<file path="src/design/spsg_pkg.sv">
// Shared types and constants for the stereo tone and noise sound generator.
// Used by every module of the block; depends on nothing else.
`default_nettype none

package spsg_pkg;

    // Field widths.
    localparam int OP_W     = 2;
    localparam int BYTE_W   = 8;
    localparam int SEL_W    = 3;
    localparam int PITCH_W  = 10;
    localparam int ATTEN_W  = 4;
    localparam int LFSR_W   = 15;
    localparam int RATE_W   = 2;
    localparam int NUM_TONE = 3;
    localparam int NUM_CHAN = 4;

    // Operation codes carried on the input tuser.
    localparam logic [OP_W-1:0] OP_TICK  = 2'd0;
    localparam logic [OP_W-1:0] OP_LEFT  = 2'd1;
    localparam logic [OP_W-1:0] OP_RIGHT = 2'd2;

    // Channel numbers inside the register select.
    localparam logic [1:0] CH_TONE_C = 2'd2;
    localparam logic [1:0] CH_NOISE  = 2'd3;

    // Noise divider reload values for the fixed rates.
    localparam logic [PITCH_W-1:0] NOISE_RELOAD_0 = 10'h010;
    localparam logic [PITCH_W-1:0] NOISE_RELOAD_1 = 10'h020;
    localparam logic [PITCH_W-1:0] NOISE_RELOAD_2 = 10'h040;

    // Rate select codes for the fixed rates.
    localparam logic [RATE_W-1:0] RATE_FAST = 2'd0;
    localparam logic [RATE_W-1:0] RATE_MID  = 2'd1;
    localparam logic [RATE_W-1:0] RATE_SLOW = 2'd2;

    // Rate select code that uses the programmed noise period.
    localparam logic [RATE_W-1:0] RATE_PERIOD = 2'd3;

    // Shift register value after a noise control write.
    localparam logic [LFSR_W-1:0] LFSR_SEED = 15'h4000;

    // Attenuation shown while a channel output is low.
    localparam logic [ATTEN_W-1:0] ATTEN_OFF = 4'hF;

    // Programmed settings handed from the register file to the generators.
    typedef struct packed {
        logic [NUM_TONE-1:0][PITCH_W-1:0] tone_period;
        logic [PITCH_W-1:0]               noise_period;
        logic [RATE_W-1:0]                noise_rate_sel;
        logic                             white_mode;
        logic                             lfsr_load;
    } spsg_cfg_t;

endpackage

`default_nettype wire

</file>
<file path="src/design/spsg_regs.sv">
// Port write decoder and register file: register select, pitches, attenuations
// and noise control. Depends on spsg_pkg.
`default_nettype none

module spsg_regs (
    input  wire logic                                          aclk,
    input  wire logic                                          aresetn,
    input  wire logic                                          wr_en,
    input  wire logic                                          wr_right,
    input  wire logic [spsg_pkg::BYTE_W-1:0]                   wr_data,
    output spsg_pkg::spsg_cfg_t                                cfg,
    output logic [spsg_pkg::NUM_CHAN-1:0][spsg_pkg::ATTEN_W-1:0] atten_left,
    output logic [spsg_pkg::NUM_CHAN-1:0][spsg_pkg::ATTEN_W-1:0] atten_right
);

    logic [spsg_pkg::SEL_W-1:0]                              sel_reg, sel_next;
    logic [spsg_pkg::NUM_TONE-1:0][spsg_pkg::PITCH_W-1:0]    tone_period_reg, tone_period_next;
    logic [spsg_pkg::NUM_CHAN-1:0][spsg_pkg::ATTEN_W-1:0]    atl_reg, atl_next;
    logic [spsg_pkg::NUM_CHAN-1:0][spsg_pkg::ATTEN_W-1:0]    atr_reg, atr_next;
    logic [spsg_pkg::PITCH_W-1:0]                            noise_period_reg, noise_period_next;
    logic [spsg_pkg::RATE_W-1:0]                             rate_reg, rate_next;
    logic                                                    white_reg, white_next;
    logic                                                    lfsr_load;
    logic                                                    latch;
    logic [1:0]                                              ch;

    // The latched select takes effect for the byte that carries it.
    assign latch    = wr_data[spsg_pkg::BYTE_W-1];
    assign sel_next = (wr_en && latch) ? wr_data[6:4] : sel_reg;
    assign ch       = sel_next[2:1];

    // Decode one port write.
    always_comb begin
        tone_period_next  = tone_period_reg;
        atl_next          = atl_reg;
        atr_next          = atr_reg;
        noise_period_next = noise_period_reg;
        rate_next         = rate_reg;
        white_next        = white_reg;
        lfsr_load         = 1'b0;
        if (wr_en) begin
            if (sel_next[0]) begin
                if (wr_right) begin
                    atr_next[ch] = wr_data[3:0];
                end else begin
                    atl_next[ch] = wr_data[3:0];
                end
            end else if (!wr_right) begin
                // Left port pitch writes; the noise channel has none here.
                if (ch != spsg_pkg::CH_NOISE) begin
                    if (latch) begin
                        tone_period_next[ch[1:0]] = {tone_period_reg[ch[1:0]][9:4],
                                                     wr_data[3:0]};
                    end else begin
                        tone_period_next[ch[1:0]] = {wr_data[5:0],
                                                     tone_period_reg[ch[1:0]][3:0]};
                    end
                end
            end else if (latch) begin
                if (ch == spsg_pkg::CH_TONE_C) begin
                    noise_period_next = {noise_period_reg[9:4], wr_data[3:0]};
                end else if (ch == spsg_pkg::CH_NOISE) begin
                    rate_next  = wr_data[1:0];
                    white_next = wr_data[2];
                    lfsr_load  = 1'b1;
                end
            end else if (ch == spsg_pkg::CH_TONE_C) begin
                noise_period_next = {wr_data[5:0], noise_period_reg[3:0]};
            end
        end
    end

    // Register file.
    always_ff @(posedge aclk) begin
        if (!aresetn) begin
            sel_reg          <= '0;
            tone_period_reg  <= '0;
            atl_reg          <= '0;
            atr_reg          <= '0;
            noise_period_reg <= '0;
            rate_reg         <= '0;
            white_reg        <= 1'b0;
        end else begin
            sel_reg          <= sel_next;
            tone_period_reg  <= tone_period_next;
            atl_reg          <= atl_next;
            atr_reg          <= atr_next;
            noise_period_reg <= noise_period_next;
            rate_reg         <= rate_next;
            white_reg        <= white_next;
        end
    end

    assign cfg.tone_period    = tone_period_reg;
    assign cfg.noise_period   = noise_period_reg;
    assign cfg.noise_rate_sel = rate_reg;
    assign cfg.white_mode     = white_reg;
    assign cfg.lfsr_load      = lfsr_load;
    assign atten_left         = atl_reg;
    assign atten_right        = atr_reg;

endmodule

`default_nettype wire

</file>
<file path="src/design/spsg_gen.sv">
// Tone dividers, noise divider and noise shift register.
// Depends on spsg_pkg and on the settings from spsg_regs.
`default_nettype none

module spsg_gen (
    input  wire logic                              aclk,
    input  wire logic                              aresetn,
    input  wire logic                              tick,
    input  wire spsg_pkg::spsg_cfg_t               cfg,
    output logic [spsg_pkg::NUM_CHAN-1:0]          level_next
);

    logic [spsg_pkg::NUM_TONE-1:0][spsg_pkg::PITCH_W-1:0] tcnt_reg, tcnt_next;
    logic [spsg_pkg::NUM_TONE-1:0]                         tlvl_reg, tlvl_next;
    logic [spsg_pkg::PITCH_W-1:0]                          ncnt_reg, ncnt_next;
    logic                                                  half_reg, half_next;
    logic                                                  nlvl_reg, nlvl_next;
    logic [spsg_pkg::LFSR_W-1:0]                           lfsr_reg, lfsr_next;
    logic [spsg_pkg::PITCH_W-1:0]                          reload;

    // Tone dividers: reload and toggle at zero, else count down.
    always_comb begin
        tcnt_next = tcnt_reg;
        tlvl_next = tlvl_reg;
        for (int i = 0; i < spsg_pkg::NUM_TONE; i++) begin
            if (tick) begin
                if (tcnt_reg[i] == '0) begin
                    tcnt_next[i] = cfg.tone_period[i];
                    tlvl_next[i] = ~tlvl_reg[i];
                end else begin
                    tcnt_next[i] = tcnt_reg[i] - 1'b1;
                end
            end
        end
    end

    // Noise divider reload value.
    always_comb begin
        case (cfg.noise_rate_sel)
            spsg_pkg::RATE_FAST: reload = spsg_pkg::NOISE_RELOAD_0;
            spsg_pkg::RATE_MID:  reload = spsg_pkg::NOISE_RELOAD_1;
            spsg_pkg::RATE_SLOW: reload = spsg_pkg::NOISE_RELOAD_2;
            default:             reload = cfg.noise_period;
        endcase
    end

    // Noise: the shift register steps on every second divider reload.
    always_comb begin
        ncnt_next = ncnt_reg;
        half_next = half_reg;
        nlvl_next = nlvl_reg;
        lfsr_next = lfsr_reg;
        if (cfg.lfsr_load) begin
            lfsr_next = spsg_pkg::LFSR_SEED;
        end else if (tick) begin
            if (ncnt_reg == '0) begin
                ncnt_next = reload;
                half_next = ~half_reg;
                if (!half_reg) begin
                    nlvl_next = ~lfsr_reg[0];
                    lfsr_next = {lfsr_reg[0] ^ (lfsr_reg[2] & cfg.white_mode),
                                 lfsr_reg[spsg_pkg::LFSR_W-1:1]};
                end
            end else begin
                ncnt_next = ncnt_reg - 1'b1;
            end
        end
    end

    always_ff @(posedge aclk) begin
        if (!aresetn) begin
            tcnt_reg <= '0;
            tlvl_reg <= '0;
            ncnt_reg <= '0;
            half_reg <= 1'b0;
            nlvl_reg <= 1'b0;
            lfsr_reg <= '0;
        end else begin
            tcnt_reg <= tcnt_next;
            tlvl_reg <= tlvl_next;
            ncnt_reg <= ncnt_next;
            half_reg <= half_next;
            nlvl_reg <= nlvl_next;
            lfsr_reg <= lfsr_next;
        end
    end

    // Levels as they stand after this cycle's update.
    assign level_next = {nlvl_next, tlvl_next};

endmodule

`default_nettype wire

</file>
<file path="src/design/stereo_psg_tone_noise_core.sv">
// Top level of the stereo tone and noise sound generator: input register,
// result register and stream handshakes. Depends on spsg_pkg, spsg_regs, spsg_gen.
//
// Each input word is a tick or a byte written to the left or right port,
// selected by s_tuser. A tick gives one result word of eight attenuations,
// a write gives none. One word is taken per clock cycle without gaps while
// the result side keeps up. A tick passes through the input register and
// then the result register, whose output drives m_tdata. A tick held in
// the input register behind a stalled result word holds off the input
// side until that word is taken; writes move on regardless. The whole
// update of the dividers, the shift register and the register file for a
// word happens between those two registers.
`default_nettype none

module stereo_psg_tone_noise_core (
    input  wire logic        aclk,
    input  wire logic        aresetn,
    input  wire logic        s_tvalid,
    output logic             s_tready,
    input  wire logic [7:0]  s_tdata,   // data_byte [7:0]
    input  wire logic [1:0]  s_tuser,   // operation [1:0]
    output logic             m_tvalid,
    input  wire logic        m_tready,
    output logic [31:0]      m_tdata    // left_tone_a, left_tone_b, left_tone_c,
                                        // left_noise, right_tone_a, right_tone_b,
                                        // right_tone_c, right_noise (4 bits each)
);

    logic                                               in_valid_reg;
    logic [spsg_pkg::OP_W-1:0]                          in_op_reg;
    logic [spsg_pkg::BYTE_W-1:0]                        in_data_reg;
    logic                                               out_valid_reg;
    logic [31:0]                                        out_data_reg, out_data_next;
    logic                                               out_free;
    logic                                               advance;
    logic                                               is_tick;
    logic                                               is_write;
    spsg_pkg::spsg_cfg_t                                cfg;
    logic [spsg_pkg::NUM_CHAN-1:0][spsg_pkg::ATTEN_W-1:0] atten_left;
    logic [spsg_pkg::NUM_CHAN-1:0][spsg_pkg::ATTEN_W-1:0] atten_right;
    logic [spsg_pkg::NUM_CHAN-1:0]                      level_next;

    // Handshake: the held word moves on unless it is a tick whose result has no room.
    assign is_tick  = in_valid_reg && (in_op_reg == spsg_pkg::OP_TICK);
    assign is_write = in_valid_reg &&
                      ((in_op_reg == spsg_pkg::OP_LEFT) || (in_op_reg == spsg_pkg::OP_RIGHT));
    assign out_free = !out_valid_reg || m_tready;
    assign advance  = in_valid_reg && (out_free || !is_tick);
    assign s_tready = !in_valid_reg || advance;

    // Input register.
    always_ff @(posedge aclk) begin
        if (!aresetn) begin
            in_valid_reg <= 1'b0;
        end else if (s_tready) begin
            in_valid_reg <= s_tvalid;
        end
    end

    always_ff @(posedge aclk) begin
        if (s_tready && s_tvalid) begin
            in_op_reg   <= s_tuser;
            in_data_reg <= s_tdata;
        end
    end

    spsg_regs u_regs (
        .aclk        (aclk),
        .aresetn     (aresetn),
        .wr_en       (advance && is_write),
        .wr_right    (in_op_reg == spsg_pkg::OP_RIGHT),
        .wr_data     (in_data_reg),
        .cfg         (cfg),
        .atten_left  (atten_left),
        .atten_right (atten_right)
    );

    spsg_gen u_gen (
        .aclk       (aclk),
        .aresetn    (aresetn),
        .tick       (advance && is_tick),
        .cfg        (cfg),
        .level_next (level_next)
    );

    // A low channel reads as full attenuation.
    always_comb begin
        for (int i = 0; i < spsg_pkg::NUM_CHAN; i++) begin
            out_data_next[i*4 +: 4]      = level_next[i] ? atten_left[i] : spsg_pkg::ATTEN_OFF;
            out_data_next[16 + i*4 +: 4] = level_next[i] ? atten_right[i] : spsg_pkg::ATTEN_OFF;
        end
    end

    // Result register.
    always_ff @(posedge aclk) begin
        if (!aresetn) begin
            out_valid_reg <= 1'b0;
        end else if (advance && is_tick) begin
            out_valid_reg <= 1'b1;
        end else if (m_tready) begin
            out_valid_reg <= 1'b0;
        end
    end

    always_ff @(posedge aclk) begin
        if (advance && is_tick) begin
            out_data_reg <= out_data_next;
        end
    end

    assign m_tvalid = out_valid_reg;
    assign m_tdata  = out_data_reg;

endmodule

`default_nettype wire

</file>
<file path="config.mk">
export PLATFORM = sky130hd
export DESIGN_NAME = stereo_psg_tone_noise_core
export DESIGN_NICKNAME = d
export VERILOG_FILES = /design/src/design/spsg_pkg.sv /design/src/design/spsg_regs.sv /design/src/design/spsg_gen.sv /design/src/design/stereo_psg_tone_noise_core.sv
export SDC_FILE = /design/constraint.sdc
export NUM_CORES = 1
export LEC_CHECK = 0
export ABC_AREA = 1
export BUFFER_PORTS_ARGS = -buffer_cell sky130_fd_sc_hd__buf_2
export CORE_ASPECT_RATIO = 1.4
export CORE_MARGIN = 1.5
export CORE_UTILIZATION = 45
export CTS_BUF_LIST = sky130_fd_sc_hd__clkbuf_8
export CTS_CLUSTER_SIZE = 8
export DETAILED_ROUTE_END_ITERATION = 10
export SYNTH_ARGS = -nofsm -noshare
export SYNTH_HDL_FRONTEND = slang
export SYNTH_SLANG_ARGS = --single-unit
</file>
<file path="constraint.sdc">
create_clock -name aclk -period 6.2 [get_ports aclk]
set_input_delay 0 -clock aclk [delete_from_list [all_inputs] [get_ports aclk]]
set_output_delay 0 -clock aclk [all_outputs]
set_load 0.005 [all_outputs]
</file>
# Word level (Yosys, flattened, before mapping)
# Cells that the tools add are included.
# Widths: inputs -> output; s select.
[op_classes] n_addsub=4 order_cmp=2 eq_ne=8 n_mux=42 bitwise_logic=13 reduce_logical=35
[op_table] operator="$mux 10" n=8
[op_table] operator="$bwmux 30" n=2
[op_table] operator="$mux 15" n=4
[op_table] operator="$logic_not 10->1" n=4
[op_table] operator="$sub 10x1->10 const B" n=4
[op_table] operator="$bwmux 16" n=2
[op_table] operator="$mux 30" n=1
[op_table] operator="$pmux 10 s3" n=1
[op_table] operator="$bmux 10 s2" n=1
[op_table] operator="$demux 10 s2" n=1
[op_table] operator="$mux 1" n=18
[op_table] operator="$reduce_and 3->1" n=5
[op_table] operator="$not 1->1" n=11
[op_table] operator="$reduce_and 5->1" n=2
[op_table] operator="$demux 4 s2" n=1
[op_table] operator="$eq 2x2->1 const B" n=4
[op_table] operator="$logic_and 1x1->1" n=8
[op_table] operator="$mux 4" n=2
[op_table] operator="$reduce_and 6->1" n=1
[op_table] operator="$reduce_bool 2->1" n=3
[op_table] operator="$eq 2x1->1 const B" n=2
[op_table] operator="$logic_not 2->1" n=2
[op_table] operator="$logic_or 1x1->1" n=4
[op_table] operator="$ne 2x2->1 const B" n=2
[op_table] operator="9 further kinds" n=11
[word_totals] regBits=182 wordCells=137

# Depth between registers and ports, before layout
# Gate-level depths: netlist (run 1).
[depth] ltp_word=17 mapped_depth=16 depth_no_buf=15

# Cells and area by module
# From an unflattened synthesis (run 1), not the netlist that was laid out.
[unflattened] cells_unflattened=1184 area_unflattened_um2=8619.5
[by_module_without_submodules] mod="spsg_gen" n_inst=1 cells_each=545 area_per_inst_um2=3484.6 seq_area_each_um2=1201.2
[by_module_without_submodules] mod="spsg_regs" n_inst=1 cells_each=508 area_per_inst_um2=3464.6 seq_area_each_um2=1561.5
[by_module_without_submodules] mod="stereo_psg_tone_noise_core" n_inst=1 cells_each=131 area_per_inst_um2=1670.4 seq_area_each_um2=1301.2

# Least setup slack after synthesis (run 1)
# OpenSTA, ideal clock, no wires.
[synth_path] kind="reg2reg" startpoint="register in_op_reg[1] (netlist name)" endpoint="register u_gen.tcnt_reg[2] (netlist name)" setup_ns=0.070 t_arrival_ns=1.988 required_time_ns=6.130 slack_ns=4.142 path_stages_with_launch=11 cell_sequence="edfxtp_1 -> inv_1 -> ha_1 -> nand2_2 -> inv_2 -> nand2_2 -> inv_1 -> buf_2 -> buf_2 -> o2111ai_1 -> a21oi_1"
[synth_via] elab_chain_cells=6
[synth_lines] item="start, declared" line_no="stereo_psg_tone_noise_core.sv:30" text="logic [spsg_pkg::OP_W-1:0] in_op_reg;"
[synth_lines] item="start signal, assigned" line_no="stereo_psg_tone_noise_core.sv:62" text="in_op_reg <= s_tuser;"
[synth_lines] item="$logic_not 2->1 (*)" line_no="stereo_psg_tone_noise_core.sv:44" text="assign is_tick = in_valid_reg && (in_op_reg == spsg_pkg::OP_TICK);"
[synth_lines] item="$logic_and 1x1->1 (*)" line_no="stereo_psg_tone_noise_core.sv:44"
[synth_lines] item="$logic_not 1->1" line_no="stereo_psg_tone_noise_core.sv:48" text="assign advance = in_valid_reg && (out_free || !is_tick);"
[synth_lines] item="$logic_or 1x1->1" line_no="stereo_psg_tone_noise_core.sv:48"
[synth_lines] item="$logic_and 1x1->1" line_no="stereo_psg_tone_noise_core.sv:48"
[synth_lines] item="$logic_and 1x1->1 (*)" line_no="stereo_psg_tone_noise_core.sv:81" text=".tick (advance && is_tick),"
[synth_lines] item="named net u_gen.tick" line_no="spsg_gen.sv:8" text="input wire logic tick,"
[synth_lines] item="end signal, assigned" line_no="spsg_gen.sv:79" text="tcnt_reg <= tcnt_next;"
[synth_lines] item="end, declared" line_no="spsg_gen.sv:13" text="logic [spsg_pkg::NUM_TONE-1:0][spsg_pkg::PITCH_W-1:0] tcnt_reg, tcnt_next;"
# The timed path passes the listed nets; every way through them passes the cells marked *.
# A chain may end at the register's enable or synchronous reset.

# Worst setup path after layout (run 1)
[layout_path] startpoint="register in_op_reg[1] (netlist name)" endpoint="register u_regs.tone_period_reg (netlist bit u_regs.cfg[15])"
[layout_via] elab_chain_cells=14
[layout_lines] item="$logic_not 2->1" line_no="stereo_psg_tone_noise_core.sv:44"
[layout_lines] item="$logic_and 1x1->1" line_no="stereo_psg_tone_noise_core.sv:44"
[layout_lines] item="$logic_not 1->1" line_no="stereo_psg_tone_noise_core.sv:48"
[layout_lines] item="$logic_or 1x1->1" line_no="stereo_psg_tone_noise_core.sv:48"
[layout_lines] item="$logic_and 1x1->1" line_no="stereo_psg_tone_noise_core.sv:48"
[layout_lines] item="$logic_and 1x1->1" line_no="stereo_psg_tone_noise_core.sv:70" text=".wr_en (advance && is_write),"
[layout_lines] item="$logic_and 1x1->1" line_no="spsg_regs.sv:29" text="assign sel_next = (wr_en && latch) ? wr_data[6:4] : sel_reg;"
[layout_lines] item="$mux 3" line_no="spsg_regs.sv:29"
[layout_lines] item="$lt 2x3->1 (implied by the code) or $ge 2x1->1 (tied branches)" line_no="spsg_regs.sv:52, spsg_regs.sv:55"
[layout_lines] item="$logic_and 1x1->1 (implied by the code)" line_no="spsg_regs.sv:52, spsg_regs.sv:55"
[layout_lines] item="$mux 10 (implied by the code)" line_no="spsg_regs.sv:52, spsg_regs.sv:55"
[layout_lines] item="$demux 10 s2"
[layout_lines] item="$bwmux 30 (on tied branches)" line_no="spsg_regs.sv:55, spsg_regs.sv:52"
[layout_lines] item="$mux 30" line_no="spsg_regs.sv:51" text="if (latch) begin"
[layout_lines] item="end signal, assigned" line_no="spsg_regs.sv:85" text="tone_period_reg <= tone_period_next;"
[layout_lines] item="end, declared" line_no="spsg_regs.sv:17" text="logic [spsg_pkg::NUM_TONE-1:0][spsg_pkg::PITCH_W-1:0] tone_period_reg, tone_period_next;"
# Parallel ways exist; a longest one is shown, timed or not. The select of a mux whose other input is x is not followed.

==> results of run 1 <==
-- Yosys cell counts, types with 5 or more instances --
cell      number  area, µm²
nand3_1       44        220
dfxtp_1      140       2800
nor2_1       141        529
buf_4          5       37.5
edfxtp_1      42       1260
xor2_1         7       61.3
a21oi_1       97        485
nor3_1         6       30.0
inv_1        125        469
inv_2         12       45.0
nand2_1      221        830
o21ai_0       95        475
or2_2         27        169
ha_1           6       75.1
clkbuf_1      19       71.3
o211ai_1      11       82.6
nand4_1        9       56.3
buf_2          9       45.0
a21oi_2        5       43.8
nand2_2       20        125
-- layout make-up --
type	count	area share (%)
clock buffer	18	2.69
clock inverter	14	1.27
inverter	141	5.76
multi-input combinational	725	38.6
sequential	182	44.2
tap	240	3.27
timing repair buffer	63	4.22
-- cells in the final DEF (no fill, tap or decap), types with 20 or more instances in the layout --
cell type and count:
nand2_1 221, nor2_1 141, dfxtp_1 140, inv_1 124
a21oi_1 97, o21ai_0 95, buf_2 47, nand3_1 44
edfxtp_1 42, or2_2 27, nand2_2 20
-- kinds of logic after synthesis --
group | after synthesis | share of synthesized area (%)
compound gates | 226 | 14.9
xor+xnor | 8 | 0.839
fa+ha+maj | 6 | 0.899
buf+inv | 180 | 8.81
flops | 182 | 48.7
simple gates | 485 | 25.8
-- worst min-delay path: cells and delay by family --
family                 cells  cell delay, ps
and+or+nand+nor            1             150
buffers and inverters      3             450
-- layer usage --
| metal | GRT usage (%) | vias to the layer above | part of all wire [%] |
|---|---|---|---|
| met5 | 0 | - | 0 |
| met4 | 9.98 | 0 | 3.2 |
| met3 | 3.99 | 45 | 3.1 |
| met2 | 40.7 | 141 | 53 |
| met1 | 22.4 | 3171 | 41 |
| li1 | - | 3601 | - |
-- timing repair --
| item | CTS | global route |
|---|---|---|
| endpoints found under the setup margin | 0 | 0 |
| hold endpoints to repair | 12 | 0 |
| hold buffers | 13 | 0 |
-- power by group through the flow --
stage / registers [mW] / logic (mW) / clock network (mW)
finish: 1.27 / 0.269 / 0.760
global placement: 1.29 / 0.261 / 0
floorplan: 1.28 / 0.207 / 0
CTS: 1.27 / 0.270 / 0.783
global route: 1.27 / 0.303 / 0.839
detailed placement: 1.29 / 0.263 / 0
-- stage by stage --
step           power (mW)  instances  worst slack (ps)
4_1_cts              2.32       1383              3440
5_1_grt              2.41       1383              3120
6_report             2.30       1383              3410
3_3_place_gp         1.55       1338              3530
2_1_floorplan        1.49       1087              4140
3_5_place_dp         1.56       1338              3500
-- worst max-delay path by stage --
stage                 startpoint                end  slack, ps  depth (start not counted)
finish              in_op_reg[1]     u_regs.cfg[15]       3410                         12
global route        in_op_reg[1]     u_regs.cfg[20]       3120                         12
CTS                 in_op_reg[1]     u_regs.cfg[15]       3440                         12
detailed placement  in_op_reg[1]     u_regs.cfg[21]       3500                         12
global placement    in_op_reg[0]         m_tdata[0]       3530                          9
floorplan           in_op_reg[1]  u_gen.tcnt_reg[2]       4140                         10
==> flow_metrics.env, run 1 <==
export IMPL_outcome="finished, final reports clean"
export IMPL_intPower_mw=1.63
export IMPL_path_buf_inv=4
export IMPL_slew_viol_final=0
export IMPL_path_class="register to register"
export IMPL_cts_sinks=182
export IMPL_setup_viol=0
export IMPL_port_buffers=47
export IMPL_combPwrFrac_pct=11.7
export IMPL_cts_resized=0
export IMPL_grt_max_degree=72
export IMPL_reg2reg_from="in_op_reg[1]"
export IMPL_cpMostUsedCell="nand2_1"
export IMPL_multiInputGateArea_um2=3550
export IMPL_tritoncts="done"
export IMPL_cts_buffers=17
export IMPL_leakage_nw=3.81
export IMPL_r2r_end="u_regs.cfg[15]"
export IMPL_die_x_um=118
export IMPL_synthCells=1087
export IMPL_finalNetCount=1150
export IMPL_grt_overflow=0
export IMPL_antenna_cells=0
export IMPL_drt_pass1_iter_count=5
export IMPL_period_needed_ps=2790
export IMPL_final_hold_viol_count=0
export IMPL_track_usage_pct=21.3
export IMPL_clkLatencyLatePin_ps=470
export IMPL_timing_fmax_mhz=358
export IMPL_clock_skew_ps=13.9
export IMPL_cp_end_kind="register"
export IMPL_relSlewSlack_pct=35.4
export IMPL_required_ps=6610
export IMPL_cts_max_path_buffers=2
export IMPL_synth_ff_type="dfxtp_1"
export IMPL_max_stage_delay_ps=530
export IMPL_reg2regPathDepth=12
export IMPL_yosys_warnings=0
export IMPL_worst_hold_slack_ps=182
export IMPL_synth_seq_cells=182
export IMPL_synth_seq_area_share_pct=48.7
export IMPL_hp_class="primary input to register"
export IMPL_drive_gt1_share_pct=14.7
export IMPL_fin_area_um2=9190
export IMPL_initial_core_util_pct=46.2
export IMPL_drv_cap=0
export IMPL_cp_top_family="simple AND/OR/NAND/NOR gates"
export IMPL_peakVddDrop_mv=0.128
export IMPL_utilization_pct=50.9
export IMPL_fin_crit_sh_pct=45.1
export IMPL_netSwitchingFraction_pct=29.1
export IMPL_tightest_slew_ps=969
export IMPL_ios=48
export IMPL_grt_pass1_vias=6701
export IMPL_r2r_slack_ps=3410
export IMPL_cp_cell_sequence="inv_1, ha_1, nand2_1, inv_2, nand3_4, nand2_1, nand2_2, nand4_1, clkinv_1, nand3_1, nand2_1, inv_1"
export IMPL_dp_hpwl_mm=13.9
export IMPL_syn_nets=1107
export IMPL_regArea_um2=4060
export IMPL_coreArea_um2=18100
export IMPL_p_clk_share_pct=33.1
export IMPL_routedWlPerCell_um=14.4
export IMPL_hold_end="u_gen.tcnt_reg[11]"
export IMPL_antenna_found_initial=0
export IMPL_largest_reg_flops=32
export IMPL_async_reset_ff_share_pct=0
export IMPL_htreeDepth=4
export IMPL_rsz0062_at_grt="false"
export IMPL_dieArea_um2=19400
export IMPL_syn_area_per_cell_um2=7.68
export IMPL_postCtsSetupRepairBufs=0
export IMPL_grt_pass1_wl_mm=32.4
export IMPL_hold_start="aresetn"
export IMPL_start_kind="register"
export IMPL_drc=0
export IMPL_p_switching_uw=668
export IMPL_clk_pin_slew_ps=100
export IMPL_fillers=1801
export IMPL_rows=58
export IMPL_die_h_um=164
export IMPL_fin_setup_tns_ps=0
export IMPL_postPlaceCellArea_um2=8700
export IMPL_synthDistinctLibCells=45
export IMPL_syn_area_um2=8350
export IMPL_wl_mm=20.0
export IMPL_synth_edff_count=42
export IMPL_ant_nets=0
export IMPL_via_per_inst=5.03
export IMPL_cp_slowest_cell="nand4_1"
export IMPL_seqPwrFrac_pct=55.2
export IMPL_root_buffer="clkbuf_8"
export IMPL_area_delta_synth_final_pct=10.1
export IMPL_place_congestion=0.867
export IMPL_arrival_ps=3210
export IMPL_vias=6958
export IMPL_cp_max_fo=22
export IMPL_hold_path_depth=4
export IMPL_initialDrtViolationCount=417
export IMPL_cellPowerDensity_nw_per_um2=250
(Power assumes the default switching activity.)
==> inputs of run 2 (changes only) <==
Clock period 6.2 ns to 2.4 ns, I/O delays scaled along.
==> flow_metrics.env, run 2 (synthesis results as in run 1) <==
export IMPL_tritoncts="done"
export IMPL_hp_class="primary input to register"
export IMPL_rows=58
export IMPL_cp_end_kind="register"
export IMPL_drt_pass1_iter_count=5
export IMPL_start_kind="register"
export IMPL_antenna_cells=0
export IMPL_required_ps=2780
export IMPL_final_hold_viol_count=0
export IMPL_via_per_inst=5.01
export IMPL_cts_max_path_buffers=2
export IMPL_tightest_slew_ps=734
export IMPL_rsz0062_at_grt="false"
export IMPL_utilization_pct=52.2
export IMPL_peakVddDrop_mv=0.323
export IMPL_leakage_nw=3.92
export IMPL_cp_max_fo=12
export IMPL_cts_buffers=17
export IMPL_die_h_um=164
export IMPL_finalNetCount=1172
export IMPL_path_class="register to register"
export IMPL_mostFrequentLayoutCell="nand2_1"
export IMPL_slew_viol_final=0
export IMPL_layout_common_cells="221 x nand2_1, 140 x nor2_1, 140 x dfxtp_1"
export IMPL_cts_sinks=182
export IMPL_root_buffer="clkbuf_8"
export IMPL_fin_setup_tns_ps=0
export IMPL_fillers=1740
export IMPL_initial_core_util_pct=46.2
export IMPL_setup_viol=0
export IMPL_coreArea_um2=18100
export IMPL_fin_crit_sh_pct=92.1
export IMPL_grt_pass1_wl_mm=32.5
export IMPL_relSlewSlack_pct=51.1
export IMPL_die_x_um=118
export IMPL_grt_overflow=0
export IMPL_hold_start="aresetn"
export IMPL_grt_pass1_vias=6595
export IMPL_grt_max_degree=45
export IMPL_clk_pin_slew_ps=110
export IMPL_preCtsSetupSlack_ps=162
export IMPL_clkLatencyLatePin_ps=470
export IMPL_arrival_ps=2590
export IMPL_finalPower_mw=6.09
export IMPL_dp_hpwl_mm=13.9
export IMPL_htreeDepth=4
export IMPL_drc=0
export IMPL_outcome="finished, final reports clean"
export IMPL_reg2reg_from="in_op_reg[1]"
export IMPL_dieArea_um2=19400
export IMPL_drive_gt1_share_pct=16.5
export IMPL_ios=48
export IMPL_final_setup_worst_slack_ps=191
export IMPL_initialDrtViolationCount=615
export IMPL_clock_skew_ps=13.3
export IMPL_routedWlPerCell_um=14.1
export IMPL_track_usage_pct=21.3
export IMPL_cellPowerDensity_nw_per_um2=646
export IMPL_crit_path_start="in_op_reg[1]"
export IMPL_antenna_found_initial=0
export IMPL_port_buffers=47
export IMPL_largest_reg_flops=32
export IMPL_drv_cap=0
export IMPL_ant_nets=0
export IMPL_wl_mm=19.8
export IMPL_period_needed_ps=2210
export IMPL_area_delta_synth_final_pct=13.0
export IMPL_timing_fmax_mhz=453
export IMPL_worst_hold_slack_ps=40.0
export IMPL_place_congestion=0.924
export IMPL_vias=7045
run 2: cell types whose count changed in the layout (fill, tap and decap cells not counted), moves of 2 or more:
cell / previous run / this run
inv_6: 3 / 1
buf_12: 0 / 2
clkinv_8: 0 / 2
clkinv_4: 2 / 4
buf_4: 3 / 23
run 2: worst max-delay path, cell delays in order, from the launching register on:
cell and delay (ps):
edfxtp_1 360, inv_1 50, ha_1 260, nand2_1 60, inv_2 120, nand3_4 170, o21ai_4 280, nand3_4 220
nand2_4 230, inv_2 130, o21ai_0 160, nor2_1 70
run 2: path summary, 6_finish.rpt:
check | end | slack, ps | cells past startpoint
max | u_gen.ncnt_reg[9] | 190 | 11
min | u_gen.tcnt_reg[11] | 40 | 4
max reg2reg | u_gen.ncnt_reg[9] | 190 | 11
min reg2reg | u_regs.atten_right[15] | 460 | 2
run 2: layout make-up:
cell class | instances | area (µm²) | share of cell area [%]
timing repair buffer | 85 | 578 | 6.13
inverter | 141 | 532 | 5.64
tap | 240 | 300 | 3.18
sequential | 182 | 4060 | 43.1
multi-input combinational | 725 | 3550 | 37.7
clock buffer | 17 | 234 | 2.48
clock inverter | 15 | 169 | 1.79
run 2: power by group:
group | total [mW] | internal (mW) | leakage (nW) | switching (mW)
Combinational | 0.723 | 0.255 | 2.21 | 0.468
Clock | 2.11 | 0.870 | 0.203 | 1.24
Sequential | 3.27 | 3.20 | 1.51 | 0.0633
run 2: timing repair:
action                                 CTS  global route
gates resized for setup                  0             3
hold buffers                            13             0
setup endpoints to repair                0             9
setup buffers                            0             0
endpoints found under the hold margin   12             0
run 2: per-layer routing:
| metal | up-vias | wire [µm] | part of all wire [%] | GRT usage (%) |
|---|---|---|---|---|
| met5 | - | 0 | 0 | 0 |
| met1 | 3219 | 8160 | 41 | 23.6 |
| met2 | 148 | 10400 | 53 | 40.2 |
| li1 | 3639 | - | - | - |
| met3 | 39 | 714 | 3.6 | 3.78 |
| met4 | 0 | 543 | 2.7 | 8.65 |
run 2: per-stage QoR:
| step | instances | instance area [µm²] |
|---|---|---|
| finish | 1405 | 9430 |
| global placement | 1360 | 8890 |
| global route | 1405 | 9430 |
| detailed placement | 1360 | 8890 |
| floorplan | 1087 | 8350 |
| CTS | 1405 | 9420 |
==> inputs of run 3 (changes only) <==
Settings changed: CORE_MARGIN 1.5 to 2, RECOVER_POWER set to 50.
==> flow_metrics.env, run 3 (synthesis results as in run 1) <==
export IMPL_outcome="finished, final reports clean"
export IMPL_cp_cell_sequence="inv_1, ha_1, nand2_1, inv_2, nand3_4, o21ai_4, nand3_4, nand2_4, nand2_2, o21ai_4, nand2_1"
export IMPL_grt_pass1_vias=6574
export IMPL_required_ps=2620
export IMPL_hold_path_depth=2
export IMPL_grt_overflow=0
export IMPL_clock_skew_ps=12.9
export IMPL_relSlewSlack_pct=26.8
export IMPL_fin_area_um2=9360
export IMPL_worst_hold_slack_ps=236
export IMPL_multiInputGateArea_um2=3550
export IMPL_finalNetCount=1171
export IMPL_antenna_cells=0
export IMPL_ios=48
export IMPL_drt_pass1_iter_count=6
export IMPL_cts_max_path_buffers=2
export IMPL_fillers=1752
export IMPL_die_h_um=165
export IMPL_fin_crit_sh_pct=92.1
export IMPL_routedWlPerCell_um=13.9
export IMPL_track_usage_pct=20.5
export IMPL_period_needed_ps=2210
export IMPL_postPlaceCellArea_um2=8870
export IMPL_peakVddDrop_mv=0.334
export IMPL_tightest_slew_ps=1100
export IMPL_slew_viol_final=0
export IMPL_largest_reg_flops=32
export IMPL_vias=7028
export IMPL_area_delta_synth_final_pct=12.1
export IMPL_drc=0
export IMPL_start_kind="register"
export IMPL_wl_mm=19.5
export IMPL_root_buffer="clkbuf_8"
export IMPL_hp_class="primary input to register"
export IMPL_port_buffers=47
export IMPL_cp_end_kind="register"
export IMPL_initial_core_util_pct=46.2
export IMPL_antenna_found_initial=0
export IMPL_die_x_um=119
export IMPL_mostFrequentLayoutCell="nand2_1"
export IMPL_final_hold_viol_count=0
export IMPL_layout_common_cells="219 x nand2_1, 142 x nor2_1, 140 x dfxtp_1"
export IMPL_drv_cap=0
export IMPL_reg2regPathDepth=11
export IMPL_place_congestion=0.928
export IMPL_cellPowerDensity_nw_per_um2=643
export IMPL_fin_setup_tns_ps=0
export IMPL_grt_pass1_wl_mm=31.8
export IMPL_initialDrtViolationCount=540
export IMPL_timing_fmax_mhz=452
export IMPL_cts_sinks=182
export IMPL_rsz0062_at_grt="false"
export IMPL_arrival_ps=2430
export IMPL_path_class="register to register"
export IMPL_clk_pin_slew_ps=100
export IMPL_utilization_pct=51.8
export IMPL_leakage_nw=3.85
export IMPL_tritoncts="done"
export IMPL_regArea_um2=4060
export IMPL_rows=58
export IMPL_cp_slowest_cell="edfxtp_1"
export IMPL_cp_max_fo=10
export IMPL_cts_buffers=17
export IMPL_dieArea_um2=19700
export IMPL_drive_gt1_share_pct=14.7
export IMPL_ant_nets=0
export IMPL_clkLatencyLatePin_ps=470
export IMPL_coreArea_um2=18100
export IMPL_htreeDepth=4
export IMPL_max_stage_delay_ps=370
export IMPL_setup_viol=0
export IMPL_finalPower_mw=6.01
export IMPL_grt_max_degree=52
export IMPL_via_per_inst=5.01
export IMPL_dp_hpwl_mm=13.7
run 3: changes by cell type in the layout (fill, tap and decap cells not counted), sizes merged:
cell	previous run	this run
dlygate4sd3	13	14
buf	72	54
inv	142	144
clkinv	12	7
clkbuf	17	32
clkinvlp	1	5
run 3: timing repair:
| action | in CTS | in global routing |
|---|---|---|
| endpoints found under the setup margin | 0 | 29 |
| hold endpoints to repair | 31 | 0 |
| hold buffers | 14 | 0 |
| buffers inserted | 0 | 0 |
| resized for setup | 0 | 4 |
run 3: power by group:
| part | internal [mW] | switching (mW) | total, mW |
|---|---|---|---|
| Clock | 0.843 | 1.20 | 2.04 |
| Sequential | 3.20 | 0.0593 | 3.26 |
| Combinational | 0.244 | 0.470 | 0.714 |
run 3: path summary, 6_finish.rpt:
| kind | start | end | slack (ps) |
|---|---|---|---|
| max | in_op_reg[1] | m_tdata[14] | 190 |
| min | s_tdata[1] | in_data_reg[1] | 240 |
| max reg2reg | in_op_reg[1] | m_tdata[14] | 190 |
| min reg2reg | u_regs.atten_right[13] | u_regs.atten_right[13] | 460 |
run 3: worst max-delay path: cells and delay by family (launching register included):
kind / cells / cell delay, ps
DFF: 1 / 370
adders and majority gates: 1 / 260
AOI/OAI and AO/OA: 2 / 400
buffers and inverters: 2 / 170
and+or+nand+nor: 6 / 760
run 3: per-layer routing:
metal | global-route usage [%] | up-vias | share of wire, %
met5 | 0 | - | 0
met4 | 7.68 | 0 | 2.5
met3 | 3.54 | 31 | 3.2
met2 | 38.5 | 135 | 52
met1 | 23.1 | 3229 | 42
li1 | - | 3633 | -
run 3: layout make-up:
type | instances | share of cell area [%]
flip-flops and latches | 182 | 43.4
multi-input cells | 725 | 37.9
inverters | 141 | 5.68
repair buffers | 83 | 5.60
well taps | 240 | 3.21
clock buffers | 17 | 2.50
clock inverters | 15 | 1.54
repair inverters | 1 | 0.0802
run 3: per-stage QoR:
stage | worst slack, ps | std cells
final | 189 | 1404
after CTS | 102 | 1403
after floorplan | 342 | 1087
after detailed placement | 116 | 1357
after global placement | 182 | 1357
after global routing | 0.936 | 1404
